===== src/design/gitq_pkg.sv =====
// ----------------------------------------------------------------------------
// gitq_pkg
// Shared types and constants for the GPIO interrupt handler table and
// event queue: request/response payloads, opcodes, controller states.
// ----------------------------------------------------------------------------
package gitq_pkg;

	localparam int OP_W           = 2;
	localparam int PIN_W          = 5;
	localparam int EV_W           = 4;
	localparam int ID_W           = 5;
	localparam int SLOTS_DEF      = 16;
	localparam int FIFO_DEPTH_DEF = 32;

	typedef enum logic [OP_W-1:0] {
		OP_REGISTER   = 2'd0,
		OP_UNREGISTER = 2'd1,
		OP_EVENT      = 2'd2,
		OP_POP        = 2'd3
	} op_t;

	typedef struct packed {
		logic [OP_W-1:0]  operation;
		logic [PIN_W-1:0] pin;
		logic [EV_W-1:0]  event_bits;
		logic [ID_W-1:0]  handler_id;
	} req_t;

	typedef struct packed {
		logic            ok;
		logic [ID_W-1:0] result_id;
		logic [EV_W-1:0] result_events;
	} rsp_t;

	typedef struct packed {
		logic [ID_W-1:0] id;
		logic [EV_W-1:0] events;
	} fifo_entry_t;

	typedef enum logic [1:0] {
		S_IDLE   = 2'd0,
		S_EXEC   = 2'd1,
		S_POP_RD = 2'd2
	} ctrl_state_t;

	// Controller to datapath commands
	typedef struct packed {
		logic capture;
		logic exec;
		logic pop_done;
	} dp_cmd_t;

	// Datapath to controller status
	typedef struct packed {
		logic out_busy;
		logic pop_hit;
	} dp_status_t;

endpackage


===== src/design/gitq_stream_if.sv =====
// ----------------------------------------------------------------------------
// gitq_stream_if
// Valid/ready channel carrying one payload of type T per request.
// ----------------------------------------------------------------------------
interface gitq_stream_if #(
	parameter type T = logic
) ();

	logic valid;
	logic ready;
	T     payload;

	modport source (output valid, output payload, input ready);
	modport sink   (input valid, input payload, output ready);

endinterface


===== src/design/gitq_ram.sv =====
// ----------------------------------------------------------------------------
// gitq_ram
// Generic single-write, single-read RAM with registered read data.
// ----------------------------------------------------------------------------
module gitq_ram #(
	parameter int WIDTH = 8,
	parameter int DEPTH = 32
) (
	input  logic                     clk,
	input  logic                     we,
	input  logic [$clog2(DEPTH)-1:0] waddr,
	input  logic [WIDTH-1:0]         wdata,
	input  logic                     re,
	input  logic [$clog2(DEPTH)-1:0] raddr,
	output logic [WIDTH-1:0]         rd_data
);

	logic [WIDTH-1:0] mem_q [DEPTH];

	// Write port and registered read port
	always_ff @(posedge clk) begin
		if (we) begin
			mem_q[waddr] <= wdata;
		end
		if (re) begin
			rd_data <= mem_q[raddr];
		end
	end

endmodule


===== src/design/gitq_ctrl.sv =====
// ----------------------------------------------------------------------------
// gitq_ctrl
// Request sequencer: accept a request, execute it once the output register
// is free, and wait in S_POP_RD for queue read data on a pop.
// ----------------------------------------------------------------------------
module gitq_ctrl (
	input  logic                 clk,
	input  logic                 arst_n,
	input  logic                 req_valid,
	output logic                 req_ready,
	input  gitq_pkg::dp_status_t status,
	output gitq_pkg::dp_cmd_t    cmd
);

	import gitq_pkg::*;

	ctrl_state_t state_q;
	ctrl_state_t state_nxt;

	// State register
	always_ff @(posedge clk or negedge arst_n) begin
		if (!arst_n) begin
			state_q <= S_IDLE;
		end else begin
			state_q <= state_nxt;
		end
	end

	// Next state
	always_comb begin
		state_nxt = state_q;
		unique case (state_q)
			S_IDLE: begin
				if (req_valid) begin
					state_nxt = S_EXEC;
				end
			end
			S_EXEC: begin
				if (!status.out_busy) begin
					state_nxt = status.pop_hit ? S_POP_RD : S_IDLE;
				end
			end
			S_POP_RD: begin
				state_nxt = S_IDLE;
			end
			default: begin
				state_nxt = S_IDLE;
			end
		endcase
	end

	// Outputs
	always_comb begin
		req_ready    = 1'b0;
		cmd          = '0;
		unique case (state_q)
			S_IDLE: begin
				req_ready   = 1'b1;
				cmd.capture = req_valid;
			end
			S_EXEC: begin
				cmd.exec = !status.out_busy;
			end
			S_POP_RD: begin
				cmd.pop_done = 1'b1;
			end
			default: begin
				req_ready = 1'b0;
			end
		endcase
	end

	a_pop_rd_one_cycle: assert property (@(posedge clk) disable iff (!arst_n)
		state_q == S_POP_RD |=> state_q == S_IDLE)
		else $error("pop read wait lasted more than one cycle");

	a_exec_once: assert property (@(posedge clk) disable iff (!arst_n)
		cmd.exec |=> !cmd.exec)
		else $error("request executed twice");

	a_capture_to_exec: assert property (@(posedge clk) disable iff (!arst_n)
		cmd.capture |=> state_q == S_EXEC)
		else $error("captured request not executed next");

endmodule


===== src/design/gitq_dp.sv =====
// ----------------------------------------------------------------------------
// gitq_dp
// Datapath: handler slot table with free-slot and match priority encoders,
// ring queue pointers over the event RAM, and the response register.
// ----------------------------------------------------------------------------
module gitq_dp #(
	parameter int SLOTS      = gitq_pkg::SLOTS_DEF,
	parameter int FIFO_DEPTH = gitq_pkg::FIFO_DEPTH_DEF
) (
	input  logic                 clk,
	input  logic                 arst_n,
	input  gitq_pkg::req_t       req_payload,
	input  logic                 rsp_ready,
	output logic                 rsp_valid,
	output gitq_pkg::rsp_t       rsp_payload,
	input  gitq_pkg::dp_cmd_t    cmd,
	output gitq_pkg::dp_status_t status
);

	import gitq_pkg::*;

	localparam int PTR_W   = $clog2(FIFO_DEPTH);
	localparam int ENTRY_W = $bits(fifo_entry_t);

	req_t             req_q;
	logic [SLOTS-1:0] slot_en_q;
	logic [PIN_W-1:0] slot_pin_q  [SLOTS];
	logic [EV_W-1:0]  slot_mask_q [SLOTS];
	logic [PTR_W-1:0] wr_ptr_q;
	logic [PTR_W-1:0] rd_ptr_q;
	logic             out_valid_q;
	rsp_t             out_q;

	op_t              op;
	logic [SLOTS-1:0] free_vec;
	logic [SLOTS-1:0] free_oh;
	logic [SLOTS-1:0] match_vec;
	logic [SLOTS-1:0] match_oh;
	logic [SLOTS-1:0] unreg_vec;
	logic [ID_W-1:0]  free_id;
	logic [ID_W-1:0]  match_id;
	logic [PTR_W-1:0] wr_ptr_nxt;
	logic [PTR_W-1:0] rd_ptr_nxt;
	logic             q_empty;
	logic             q_full;
	logic             do_reg;
	logic             do_unreg;
	logic             do_push;
	logic             do_pop;
	rsp_t             exec_rsp;
	fifo_entry_t      push_entry;
	fifo_entry_t      pop_entry;
	logic [ENTRY_W-1:0] ram_rdata;

	// Capture the accepted request
	always_ff @(posedge clk) begin
		if (cmd.capture) begin
			req_q <= req_payload;
		end
	end

	assign op = op_t'(req_q.operation);

	// Per-slot compares
	always_comb begin
		for (int i = 0; i < SLOTS; i++) begin
			free_vec[i]  = !slot_en_q[i];
			match_vec[i] = slot_en_q[i] && (slot_pin_q[i] == req_q.pin) &&
				(|(slot_mask_q[i] & req_q.event_bits));
			unreg_vec[i] = slot_en_q[i] && (req_q.handler_id == ID_W'(i + 1));
		end
	end

	// Isolate lowest set bit, then encode to a 1-based ID
	assign free_oh  = free_vec & (~free_vec + SLOTS'(1));
	assign match_oh = match_vec & (~match_vec + SLOTS'(1));

	always_comb begin
		free_id  = '0;
		match_id = '0;
		for (int i = 0; i < SLOTS; i++) begin
			if (free_oh[i]) begin
				free_id = free_id | ID_W'(i + 1);
			end
			if (match_oh[i]) begin
				match_id = match_id | ID_W'(i + 1);
			end
		end
	end

	// Queue pointer arithmetic
	assign wr_ptr_nxt = (wr_ptr_q == PTR_W'(FIFO_DEPTH - 1)) ? '0 : wr_ptr_q + PTR_W'(1);
	assign rd_ptr_nxt = (rd_ptr_q == PTR_W'(FIFO_DEPTH - 1)) ? '0 : rd_ptr_q + PTR_W'(1);
	assign q_empty    = (wr_ptr_q == rd_ptr_q);
	assign q_full     = (wr_ptr_nxt == rd_ptr_q);

	// Decode the operation into actions and an immediate response
	always_comb begin
		exec_rsp = '0;
		do_reg   = 1'b0;
		do_unreg = 1'b0;
		do_push  = 1'b0;
		do_pop   = 1'b0;
		unique case (op)
			OP_REGISTER: begin
				if (|free_vec) begin
					do_reg             = 1'b1;
					exec_rsp.ok        = 1'b1;
					exec_rsp.result_id = free_id;
				end
			end
			OP_UNREGISTER: begin
				if (|unreg_vec) begin
					do_unreg    = 1'b1;
					exec_rsp.ok = 1'b1;
				end
			end
			OP_EVENT: begin
				if ((|match_vec) && !q_full) begin
					do_push     = 1'b1;
					exec_rsp.ok = 1'b1;
				end
			end
			OP_POP: begin
				do_pop = !q_empty;
			end
			default: begin
				do_pop = 1'b0;
			end
		endcase
	end

	// Slot enables
	always_ff @(posedge clk or negedge arst_n) begin
		if (!arst_n) begin
			slot_en_q <= '0;
		end else if (cmd.exec) begin
			if (do_reg) begin
				slot_en_q <= slot_en_q | free_oh;
			end else if (do_unreg) begin
				slot_en_q <= slot_en_q & ~unreg_vec;
			end
		end
	end

	// Slot pin and mask; disabled slots are never looked at
	always_ff @(posedge clk) begin
		for (int i = 0; i < SLOTS; i++) begin
			if (cmd.exec && do_reg && free_oh[i]) begin
				slot_pin_q[i]  <= req_q.pin;
				slot_mask_q[i] <= req_q.event_bits;
			end
		end
	end

	// Queue pointers
	always_ff @(posedge clk or negedge arst_n) begin
		if (!arst_n) begin
			wr_ptr_q <= '0;
			rd_ptr_q <= '0;
		end else if (cmd.exec) begin
			if (do_push) begin
				wr_ptr_q <= wr_ptr_nxt;
			end
			if (do_pop) begin
				rd_ptr_q <= rd_ptr_nxt;
			end
		end
	end

	assign push_entry.id     = match_id;
	assign push_entry.events = req_q.event_bits;

	gitq_ram #(
		.WIDTH (ENTRY_W),
		.DEPTH (FIFO_DEPTH)
	) u_event_ram (
		.clk     (clk),
		.we      (cmd.exec && do_push),
		.waddr   (wr_ptr_q),
		.wdata   (push_entry),
		.re      (cmd.exec && do_pop),
		.raddr   (rd_ptr_q),
		.rd_data (ram_rdata)
	);

	assign pop_entry = fifo_entry_t'(ram_rdata);

	// Response register: load on execute (but for a non-empty pop) or on pop completion, drop when taken
	always_ff @(posedge clk or negedge arst_n) begin
		if (!arst_n) begin
			out_valid_q <= 1'b0;
		end else if ((cmd.exec && !do_pop) || cmd.pop_done) begin
			out_valid_q <= 1'b1;
		end else if (rsp_ready) begin
			out_valid_q <= 1'b0;
		end
	end

	always_ff @(posedge clk) begin
		if (cmd.exec && !do_pop) begin
			out_q <= exec_rsp;
		end else if (cmd.pop_done) begin
			out_q.ok            <= 1'b1;
			out_q.result_id     <= pop_entry.id;
			out_q.result_events <= pop_entry.events;
		end
	end

	assign rsp_valid       = out_valid_q;
	assign rsp_payload     = out_q;
	assign status.out_busy = out_valid_q && !rsp_ready;
	assign status.pop_hit  = (op == OP_POP) && !q_empty;

	a_fail_fields_zero: assert property (@(posedge clk) disable iff (!arst_n)
		out_valid_q && !out_q.ok |-> out_q.result_id == '0 && out_q.result_events == '0)
		else $error("failed response carries nonzero fields");

	a_pop_follows_read: assert property (@(posedge clk) disable iff (!arst_n)
		cmd.pop_done |-> $past(cmd.exec && do_pop))
		else $error("pop completion without a queue read");

	a_ptr_range: assert property (@(posedge clk) disable iff (!arst_n)
		wr_ptr_q <= PTR_W'(FIFO_DEPTH - 1) && rd_ptr_q <= PTR_W'(FIFO_DEPTH - 1))
		else $error("queue pointer out of range");

	a_reg_takes_one: assert property (@(posedge clk) disable iff (!arst_n)
		cmd.exec && do_reg |=> $countones(slot_en_q) == $past($countones(slot_en_q)) + 1)
		else $error("register did not enable exactly one slot");

endmodule


===== src/design/gpio_irq_event_table_queue.sv =====
// Response path: the request is captured, executed in S_EXEC and loaded into the
// response register; a non-empty pop also waits in S_POP_RD (registered event RAM read).
// Throughput: a new request is accepted only after the last one has executed, as set by
// the controller; a waiting response stalls execution and so the next acceptance.
// Reset: arst_n clears all handler slots, both queue pointers and the response register.
// ----------------------------------------------------------------------------
// gpio_irq_event_table_queue
// Pin interrupt handler table with a ring queue of captured events:
// register, unregister, pin event match/enqueue, and pop.
// ----------------------------------------------------------------------------
module gpio_irq_event_table_queue #(
	parameter int SLOTS      = gitq_pkg::SLOTS_DEF,
	parameter int FIFO_DEPTH = gitq_pkg::FIFO_DEPTH_DEF
) (
	input logic    clk,
	input logic    arst_n,
	gitq_stream_if.sink   req,
	gitq_stream_if.source rsp
);

	import gitq_pkg::*;

	dp_cmd_t    cmd;
	dp_status_t status;
	logic       req_ready;
	logic       rsp_valid;
	rsp_t       rsp_payload;
	req_t       req_payload;

	assign req_payload = req_t'(req.payload);
	assign req.ready   = req_ready;
	assign rsp.valid   = rsp_valid;
	assign rsp.payload = rsp_payload;

	gitq_ctrl u_ctrl (
		.clk       (clk),
		.arst_n    (arst_n),
		.req_valid (req.valid),
		.req_ready (req_ready),
		.status    (status),
		.cmd       (cmd)
	);

	gitq_dp #(
		.SLOTS      (SLOTS),
		.FIFO_DEPTH (FIFO_DEPTH)
	) u_dp (
		.clk         (clk),
		.arst_n      (arst_n),
		.req_payload (req_payload),
		.rsp_ready   (rsp.ready),
		.rsp_valid   (rsp_valid),
		.rsp_payload (rsp_payload),
		.cmd         (cmd),
		.status      (status)
	);

endmodule


===== src/flat_wrapper.sv =====
// flat-port wrapper written by rule: the top's interface ports become plain ports
module gpio_irq_event_table_queue_flat import gitq_pkg::*;
#(
	parameter int SLOTS      = gitq_pkg::SLOTS_DEF,
	parameter int FIFO_DEPTH = gitq_pkg::FIFO_DEPTH_DEF
)
  (clk, arst_n, req_valid, req_payload, req_ready, rsp_valid, rsp_payload, rsp_ready);
  gitq_stream_if #(.T(req_t)) req_i ();
  gitq_stream_if #(.T(rsp_t)) rsp_i ();
  input logic clk;
  input logic arst_n;
  input wire logic [$bits(req_i.valid)-1:0] req_valid;
  input wire logic [$bits(req_i.payload)-1:0] req_payload;
  output wire logic [$bits(req_i.ready)-1:0] req_ready;
  output wire logic [$bits(rsp_i.valid)-1:0] rsp_valid;
  output wire logic [$bits(rsp_i.payload)-1:0] rsp_payload;
  input wire logic [$bits(rsp_i.ready)-1:0] rsp_ready;
  assign req_i.valid = req_valid;
  assign req_i.payload = req_payload;
  assign req_ready = req_i.ready;
  assign rsp_valid = rsp_i.valid;
  assign rsp_payload = rsp_i.payload;
  assign rsp_i.ready = rsp_ready;
  gpio_irq_event_table_queue #(.SLOTS(SLOTS), .FIFO_DEPTH(FIFO_DEPTH)) u_core (.clk(clk), .arst_n(arst_n), .req(req_i), .rsp(rsp_i));
endmodule

===== config.mk =====
export PLATFORM = sky130hd
export DESIGN_NAME = gpio_irq_event_table_queue_flat
export DESIGN_NICKNAME = d
export VERILOG_FILES = /design/src/design/gitq_pkg.sv /design/src/design/gitq_stream_if.sv /design/src/design/gitq_ram.sv /design/src/design/gitq_ctrl.sv /design/src/design/gitq_dp.sv /design/src/design/gpio_irq_event_table_queue.sv /design/src/flat_wrapper.sv
export SDC_FILE = /design/constraint.sdc
export NUM_CORES = 1
export LEC_CHECK = 0
export ABC_AREA = 1
export BUFFER_PORTS_ARGS = -buffer_cell sky130_fd_sc_hd__buf_2
export CORE_AREA = 2 2 216 218
export DETAILED_ROUTE_END_ITERATION = 16
export DIE_AREA = 0 0 218 220
export MAX_ROUTING_LAYER = met4
export PLACE_DENSITY_LB_ADDON = 0.3
export SYNTH_ARGS = -nofsm -noshare
export SYNTH_HDL_FRONTEND = slang
export SYNTH_HIERARCHICAL = 1
export SYNTH_SLANG_ARGS = --single-unit
export TNS_END_PERCENT = 100

===== constraint.sdc =====
create_clock -name clk -period 3.6 [get_ports clk]
set_clock_uncertainty 0.05 [all_clocks]
set_input_delay 0.54 -clock clk [delete_from_list [all_inputs] [get_ports clk]]
set_output_delay 0.54 -clock clk [all_outputs]
set_load 0.01 [all_outputs]

==> impl_metrics.py, run 1 <==
metrics = {
    "outcome": {
        "status": "finished, final reports clean",
    },
    "critical_path": {
        "crit_top_cell": "nand2_1",
        "start_kind": "register",
        "worstPathCellList": "buf_4, nand2_1, nand2_1, inv_1, nand2_1, nand2_1, nor2_1, nor2_1, nand2_1, nor2_1, nand2_2, nand3_2, inv_1, nand3_1, buf_4, nor2_1, buf_4",
        "critical_path_class": "reg2reg",
        "cpPeakStageDelay_ns": 0.76,
        "endpoint_kind": "register",
        "critPathRequiredTime_ns": 3.84,
        "cp.arrival_ns": 3.56,
        "crit_fanout": 16,
        "slowest_stage": "edfxtp_1",
    },
    "drt": {
        "drt_first_pass_iters": 8,
        "antenna_left": 0,
        "drc_errors": 0,
        "viasPerCell": 5.39,
        "vias": 16363,
        "drt_iter0_drc": 1760,
        "post_drt_wl_per_cell_microns": 19.2,
        "wl_mm": 58.3,
    },
    "yosys": {
        "avgSynthCellArea_sq_um": 9.78,
        "yosys.area.top_type_share_pct": 61.8,
        "synth_fa_ha_area_share_pct": 0.223,
        "syn_area_sq_mm": 0.0225,
        "synth.largest_area_cell": "edfxtp_1",
        "syn_inst": 2300,
        "synth_top_family_by_area": "simple AND/OR/NAND/NOR gates",
        "synth_xor_area_share_pct": 0.506,
        "synthTopCellsByArea": "edfxtp_1 62%, nand2_1 15%, nand3_1 6.7%",
        "ys.warnings.count": 6,
        "ys_seq_elements": 496,
        "synthDistinctLibCells": 43,
        "muxShareOfSynthArea_pct": 0,
        "yosys.area_share.simple_pct": 26.5,
        "synth_compound_area_share_pct": 1.82,
        "synthesis.nets": 2324,
        "ys_seq_area_share_pct": 65.4,
    },
    "sta": {
        "finalWorstSetupSlack_ns": 0.280,
        "rsz0062_at_grt": "no",
        "finalMaxSlewViolations": 0,
        "maxSlewHeadroom_pct": 21.4,
        "fin_crit_sh_pct": 92.2,
        "max_freq_mhz": 301,
        "setup_viol": 0,
        "tightest_slew_ns": 1.17,
        "hold_violations": 0,
        "period_needed_ns": 3.32,
        "fin_setup_tns_ns": 0,
    },
    "clocking": {
        "clock_path_buffers": 3,
        "cts.sinks": 496,
        "cts-buffers-inserted": 52,
        "cts_tree": "done",
        "cts-root-buf": "clkbuf_16",
        "cts-htree-levels": 2,
        "clk_pin_slew_ns": 0.06,
        "clock_latency_ns": 0.61,
    },
    "hold_path": {
        "worst_hold_path_type": "in2reg",
    },
    "global_routing": {
        "grt_pass1_wl_mm": 88.8,
        "grt_max_degree": 109,
        "grt.total_usage_pct": 25.1,
        "grt-ovfl-total": 0,
        "antenna_found_initial": 2,
        "first_global_vias": 15696,
    },
    "power_and_ir_drop": {
        "peakVddDrop_mv": 0.385,
        "p_leak_nw": 10.5,
        "power_density_mw_per_mm2": 627,
    },
    "die": {
        "dieHeight_microns": 220,
        "die_w_microns": 218,
        "die_area_sq_mm": 0.0480,
        "core_sq_mm": 0.0459,
        "io_pins": 32,
        "num_rows": 79,
        "start_util_pct": 49.0,
    },
    "final_layout": {
        "final_util_pct": 55.3,
        "finish.net_count": 2410,
        "fillers": 3991,
        "layout-drive-gt1-share_pct": 10.1,
        "areaGrowthSynthToFinish_pct": 12.9,
        "regArea_sq_mm": 0.0147,
        "multi_input_area_sq_mm": 0.00654,
    },
    "placed_design": {
        "dp_hpwl_mm": 37.9,
        "place_congestion": 0.968,
        "dp_slack_ns": 0.255,
        "portBuffers": 31,
    },
    "flow_run": {
        "maxCapViolations": 0,
    },
}
## per-stage QoR
stage,power (W),instances,hold WS [ns],instance area [sq um]
after floorplan,0.00941,2300,0.194,22500
after global placement,0.0105,2936,0.394,23600
after detailed placement,0.0105,2936,0.396,23600
after CTS,0.0160,3033,0.0235,25400
after global routing,0.0166,3037,0.0360,25400
final,0.0159,3037,0.0566,25400
## registers in the layout, summed over array words and instances, names as in the netlist
name and flops:
u_core/u_ctrl/state_q 2, u_core/u_dp/u_event_ram/rd_data 9, u_core/u_dp/slot_pin_q 80, u_core/u_dp/wr_ptr_q 5, u_core/u_dp/rd_ptr_q 5, u_core/u_dp/rsp_payload 10
u_core/u_dp/rsp_valid 1, u_core/u_dp/u_event_ram/mem_q 288, u_core/u_dp/req_q 10, u_core/u_dp/push_entry 4, u_core/u_dp/op 2, u_core/u_dp/slot_en_q 16
u_core/u_dp/slot_mask_q 64
## power by group
part           total [W]  switching, W  internal, W
logic            0.00371       0.00269      0.00102
registers        0.00676      0.000216      0.00654
clock network    0.00545       0.00222      0.00323
total             0.0159       0.00513       0.0108
## metal layers
metal,wire [microns],vias to the layer above,GRT usage (%)
met5,0,-,-
met1,24700,7806,32.7
met4,2530,0,10.6
met3,3930,145,3.60
met2,27200,624,39.6
li1,-,7788,-
## worst max-delay path: cells and delay by family (launching register included)
family	cells	cell delay, ns
and+or+nand+nor	12	1.27
buffers and inverters	5	0.91
DFF	1	0.76
## timing repair
item / CTS / global route
resized for setup: 0 / 0
endpoints found under the setup margin: 0 / 130
setup buffers: 0 / 2
hold endpoints to repair: 29 / 0
hold buffers: 1 / 0
## layout by cell type, fill, tap and decap left out, types with 3 or more instances in the layout
master / count
edfxtp_1: 463
clkinv_1: 14
nand4_1: 12
o21ai_1: 13
nor3_1: 17
nand3_1: 303
inv_1: 161
xnor2_1: 5
o21ai_0: 36
inv_2: 10
nor2_2: 8
buf_2: 31
a22o_1: 4
nand3b_1: 3
clkbuf_16: 52
dfrtp_1: 27
nand3_2: 3
nor3_2: 3
inv_4: 3
nand2_1: 893
bufinv_16: 8
nand2_2: 5
clkinv_2: 14
clkbuf_1: 9
xor2_1: 8
a21oi_1: 12
nor2_1: 184
buf_12: 5
ha_1: 4
buf_4: 92
dfxtp_1: 4
## Yosys cell counts, drive strengths merged
library cell	count
nand2	898
edfxtp	463
nand3	307
nor2	194
inv	174
buf	82
o21ai	50
dfrtp	29
nor3	20
clkbuf	15
a21oi	13
nand4	12
xor2	8
xnor2	5
a22o	4
clkinv	4
dfxtp	4
ha	4
nand3b	3
nor4	2
o21a	2
a21o	1
a31oi	1
and2	1
nor3b	1
o211ai	1
o21bai	1
or2	1
## cell families after synthesis
family,count (synthesis)
AOI/OAI and AO/OA,73
and+or+nand+nor,1439
DFF,496
buffers and inverters,275
xor gates and xnor gates,13
adders and majority gates,4
## layout make-up
type | count | area share, %
flip-flops and latches | 496 | 58.0
multi-input cells | 1529 | 25.7
clock buffers | 61 | 5.26
repair buffers | 129 | 3.77
well taps | 607 | 2.99
inverters | 178 | 2.66
clock inverters | 35 | 1.58
diodes | 2 | 0.0197
## worst paths after layout
| kind | from | end | slack, ns | cells after the start |
|---|---|---|---|---|
| max | u_core/u_dp/push_entry[3]$_DFFE_PP_ | u_core/u_dp/u_event_ram/mem_q[25][8]$_DFFE_PP_ | 0.28 | 17 |
| min | req_payload[7] | u_core/u_dp/push_entry[2]$_DFFE_PP_ | 0.06 | 1 |
| max reg2reg | u_core/u_dp/push_entry[3]$_DFFE_PP_ | u_core/u_dp/u_event_ram/mem_q[25][8]$_DFFE_PP_ | 0.28 | 17 |
| min reg2reg | u_core/u_dp/u_event_ram/rd_data[0]$_DFFE_PP_ | u_core/u_dp/rsp_payload[0]$_SDFFE_PP0P_ | 0.40 | 1 |
| max in group asynchronous | arst_n | u_core/u_dp/rd_ptr_q[0]$_DFFE_PN0P_ | 2.43 | 2 |
| min in group asynchronous | arst_n | u_core/u_dp/wr_ptr_q[3]$_DFFE_PN0P_ | 0.50 | 2 |
Power figures use the tool's default switching activity.
==> run 2, diff against run 1 <==
CORE_AREA = 2 2 212 214   (was 2 2 216 218)
DIE_AREA = 0 0 214 216   (was 0 0 218 220)
SYNTH_HIERARCHICAL = default   (was 1)
==> run 2 against run 1 <==
Compared with the run above: cell area decreased by 3.5%; global-route usage shrank 0.34 points; core utilization up 0.52 points; register-to-register slack hardly changed; sequential power shrank 2%; largest cell class unchanged.
==> impl_metrics.py, run 2 <==
metrics = {
    "final_layout": {
        "largest_reg_flops": 288,
        "reg_top3": "u_core.u_dp.u_event_ram.mem_q: 288 flops, u_core.u_dp.slot_pin_q: 80 flops, u_core.u_dp.slot_mask_q: 64 flops",
        "finish.net_count": 2086,
        "n_antenna_cell": 0,
        "layout-drive-gt1-share_pct": 10.6,
        "areaGrowthSynthToFinish_pct": 13.0,
        "largest_register": "u_core.u_dp.u_event_ram.mem_q",
        "layout_common_cells": "463 x edfxtp_1, 425 x nand2_1, 316 x nor2_1",
        "fillers": 3687,
        "final_common_cell": "edfxtp_1",
        "final_util_pct": 55.9,
    },
    "yosys": {
        "synth_xor_area_share_pct": 1.01,
        "synth_compound_area_share_pct": 8.52,
        "synthesis.nets": 2026,
        "muxShareOfSynthArea_pct": 0,
        "synthArstFlopShare_pct": 5.85,
        "synth_ff_type": "edfxtp_1",
        "yosys.area.top_type_share_pct": 64.2,
        "avgSynthCellArea_sq_um": 10.8,
        "syn_area_sq_mm": 0.0217,
        "ys_top_cells_by_count": "463 x edfxtp_1, 425 x nand2_1, 316 x nor2_1",
        "synth_fa_ha_area_share_pct": 0.404,
        "synthTopCellsByArea": "edfxtp_1 64%, nand2_1 7.4%, nor2_1 5.5%",
        "synth.largest_area_cell": "edfxtp_1",
        "syn_inst": 1999,
        "synth_top_family_by_area": "simple AND/OR/NAND/NOR gates",
        "ys.warnings.count": 0,
        "synthDistinctLibCells": 45,
        "yosys.area_share.simple_pct": 17.7,
        "yosysMostFrequentCell": "edfxtp_1",
        "synth_edf_count": 463,
        "ys_seq_area_share_pct": 67.9,
        "ys_seq_elements": 496,
    },
    "global_routing": {
        "met3_usage_pct": 3.27,
        "antenna_found_initial": 0,
        "grt_max_degree": 148,
        "grt-ovfl-total": 0,
        "first_global_vias": 14474,
        "grt_most_used_layer": "met2",
        "use_met2_pct": 40.9,
        "use_met1_pct": 31.2,
        "grt.total_usage_pct": 24.7,
        "grt_pass1_wl_mm": 84.8,
    },
    "drt": {
        "vias": 15095,
        "drt_iter0_drc": 1574,
        "drt_first_pass_iters": 6,
        "wl_mm": 55.8,
        "antenna_left": 0,
        "post_drt_wl_per_cell_microns": 20.7,
        "viasPerCell": 5.61,
        "drc_errors": 0,
    },
    "sta": {
        "period_needed_ns": 3.33,
        "max_freq_mhz": 300,
        "hold_violations": 0,
        "fin_crit_sh_pct": 92.5,
        "finalMaxSlewViolations": 0,
        "fin_setup_tns_ns": 0,
        "setup_viol": 0,
        "maxSlewHeadroom_pct": 9.32,
        "whs_ns": 0.0565,
        "rsz0062_at_grt": "no",
        "tightest_slew_ns": 1.35,
    },
    "die": {
        "dieHeight_microns": 216,
        "die_area_sq_mm": 0.0462,
        "start_util_pct": 49.4,
        "io_pins": 32,
        "core_sq_mm": 0.0438,
        "num_rows": 77,
        "die_w_microns": 214,
    },
    "clocking": {
        "cts-htree-levels": 2,
        "clock_path_buffers": 3,
        "cts-buffers-inserted": 49,
        "clk_pin_slew_ns": 0.07,
        "cts.sinks": 496,
        "post_cts_resized": 0,
        "cts_tree": "done",
        "cts-root-buf": "clkbuf_16",
        "clock_latency_ns": 0.62,
    },
    "critical_path": {
        "endpoint_kind": "register",
        "rr_startpoint": "u_core.u_dp.wr_ptr_q[1]$_DFFE_PN0P_",
        "worstRegToRegCells": 11,
        "critical_path_class": "reg2reg",
        "crit_fanout": 9,
        "critPathRequiredTime_ns": 3.81,
        "crit_path_start": "u_core.u_dp.wr_ptr_q[1]$_DFFE_PN0P_",
        "cp.arrival_ns": 3.54,
        "r2r_slack_ns": 0.27,
        "crit_path_end": "u_core.u_dp.u_event_ram.mem_q[7][0]$_DFFE_PP_",
        "start_kind": "register",
        "reg2reg_to": "u_core.u_dp.u_event_ram.mem_q[7][0]$_DFFE_PP_",
    },
    "placed_design": {
        "portBuffers": 31,
        "dp_hpwl_mm": 35.0,
        "place_congestion": 0.938,
    },
    "outcome": {
        "status": "finished, final reports clean",
    },
    "power_and_ir_drop": {
        "peakVddDrop_mv": 0.494,
        "power_density_mw_per_mm2": 651,
        "p_leak_nw": 9.30,
    },
    "flow_run": {
        "maxCapViolations": 0,
    },
    "hold_path": {
        "worst_hold_path_type": "in2reg",
    },
}
-- run 2: cell count changes after synthesis, sizes merged, moves of 42 or more --
cell,change
inv,-42
nor2,+135
nand2,-465
o21ai,+172
buf,-43
nand3,-210
o22ai,+44
-- run 2: timing repair --
item,in CTS,in global routing
setup buffers,0,0
hold endpoints to repair,29,0
hold buffers,1,0
-- run 2: routing by layer --
layer | vias up | share of wire, % | routed length, microns
met2 | 667 | 48 | 27000
met3 | 146 | 6.8 | 3810
li1 | 7079 | - | -
met5 | - | 0 | 0
met1 | 7203 | 41 | 22900
met4 | 0 | 3.7 | 2060
-- run 2: area by class of cell --
type	instances	area (sq um)	area share [%]
timing repair buffer	104	806	3.29
inverter	134	507	2.07
sequential	496	14700	60.1
clock buffer	58	1280	5.23
multi-input combinational	1274	6000	24.5
clock inverter	33	437	1.78
tap	592	741	3.02
-- run 2: worst max-delay path, stage by stage, from the launching register on --
cell and delay, ns:
dfrtp_1 0.45, ha_1 0.27, nand2_1 0.11, nor2_1 0.05
ha_1 0.23, nor3b_1 0.34, a21oi_1 0.11, o21a_1 0.12
a21oi_1 0.28, buf_12 0.17, nand4_4 0.30, nor2_2 0.49
-- run 2: how the worst min path moves through the flow --
stage                     cells after the start                                 endpoint  slack, ns                                    start
after floorplan                               0     u_core.u_ctrl.state_q[0]$_DFFE_PN0P_       0.19                                   arst_n
after global placement                        1  u_core.u_dp.rsp_payload[2]$_SDFFE_PP0P_       0.41  u_core.u_dp.rsp_payload[2]$_SDFFE_PP0P_
after detailed placement                      1  u_core.u_dp.rsp_payload[2]$_SDFFE_PP0P_       0.40  u_core.u_dp.rsp_payload[2]$_SDFFE_PP0P_
after CTS                                     1              u_core.u_dp.op[0]$_DFFE_PP_       0.02                          req_payload[14]
after global routing                          1              u_core.u_dp.op[0]$_DFFE_PP_       0.04                          req_payload[14]
final                                         1              u_core.u_dp.op[0]$_DFFE_PP_       0.06                          req_payload[14]
-- run 2: kinds of logic after synthesis --
| kind of cell | count (synthesis) |
|---|---|
| AOI/OAI and AO/OA | 325 |
| xor gates and xnor gates | 25 |
| adders and majority gates | 7 |
| buffers and inverters | 229 |
| DFF | 496 |
| and+or+nand+nor | 917 |
-- run 2: power by group --
part | internal (W) | switching [W] | leakage, nW
logic | 0.00108 | 0.00282 | 3.64
registers | 0.00654 | 0.000110 | 4.84
clock network | 0.00315 | 0.00223 | 0.824
total | 0.0108 | 0.00516 | 9.30
-- run 2: per-stage QoR --
stage                     power [W]  worst slack (ns)  area [sq um]  cells
after floorplan             0.00922            0.0347         21700   1999
final                        0.0159             0.269         24500   2691
after global routing         0.0166            0.0908         24500   2691
after CTS                    0.0160             0.298         24500   2691
after detailed placement     0.0106             0.324         22800   2599
after global placement       0.0106             0.358         22800   2599
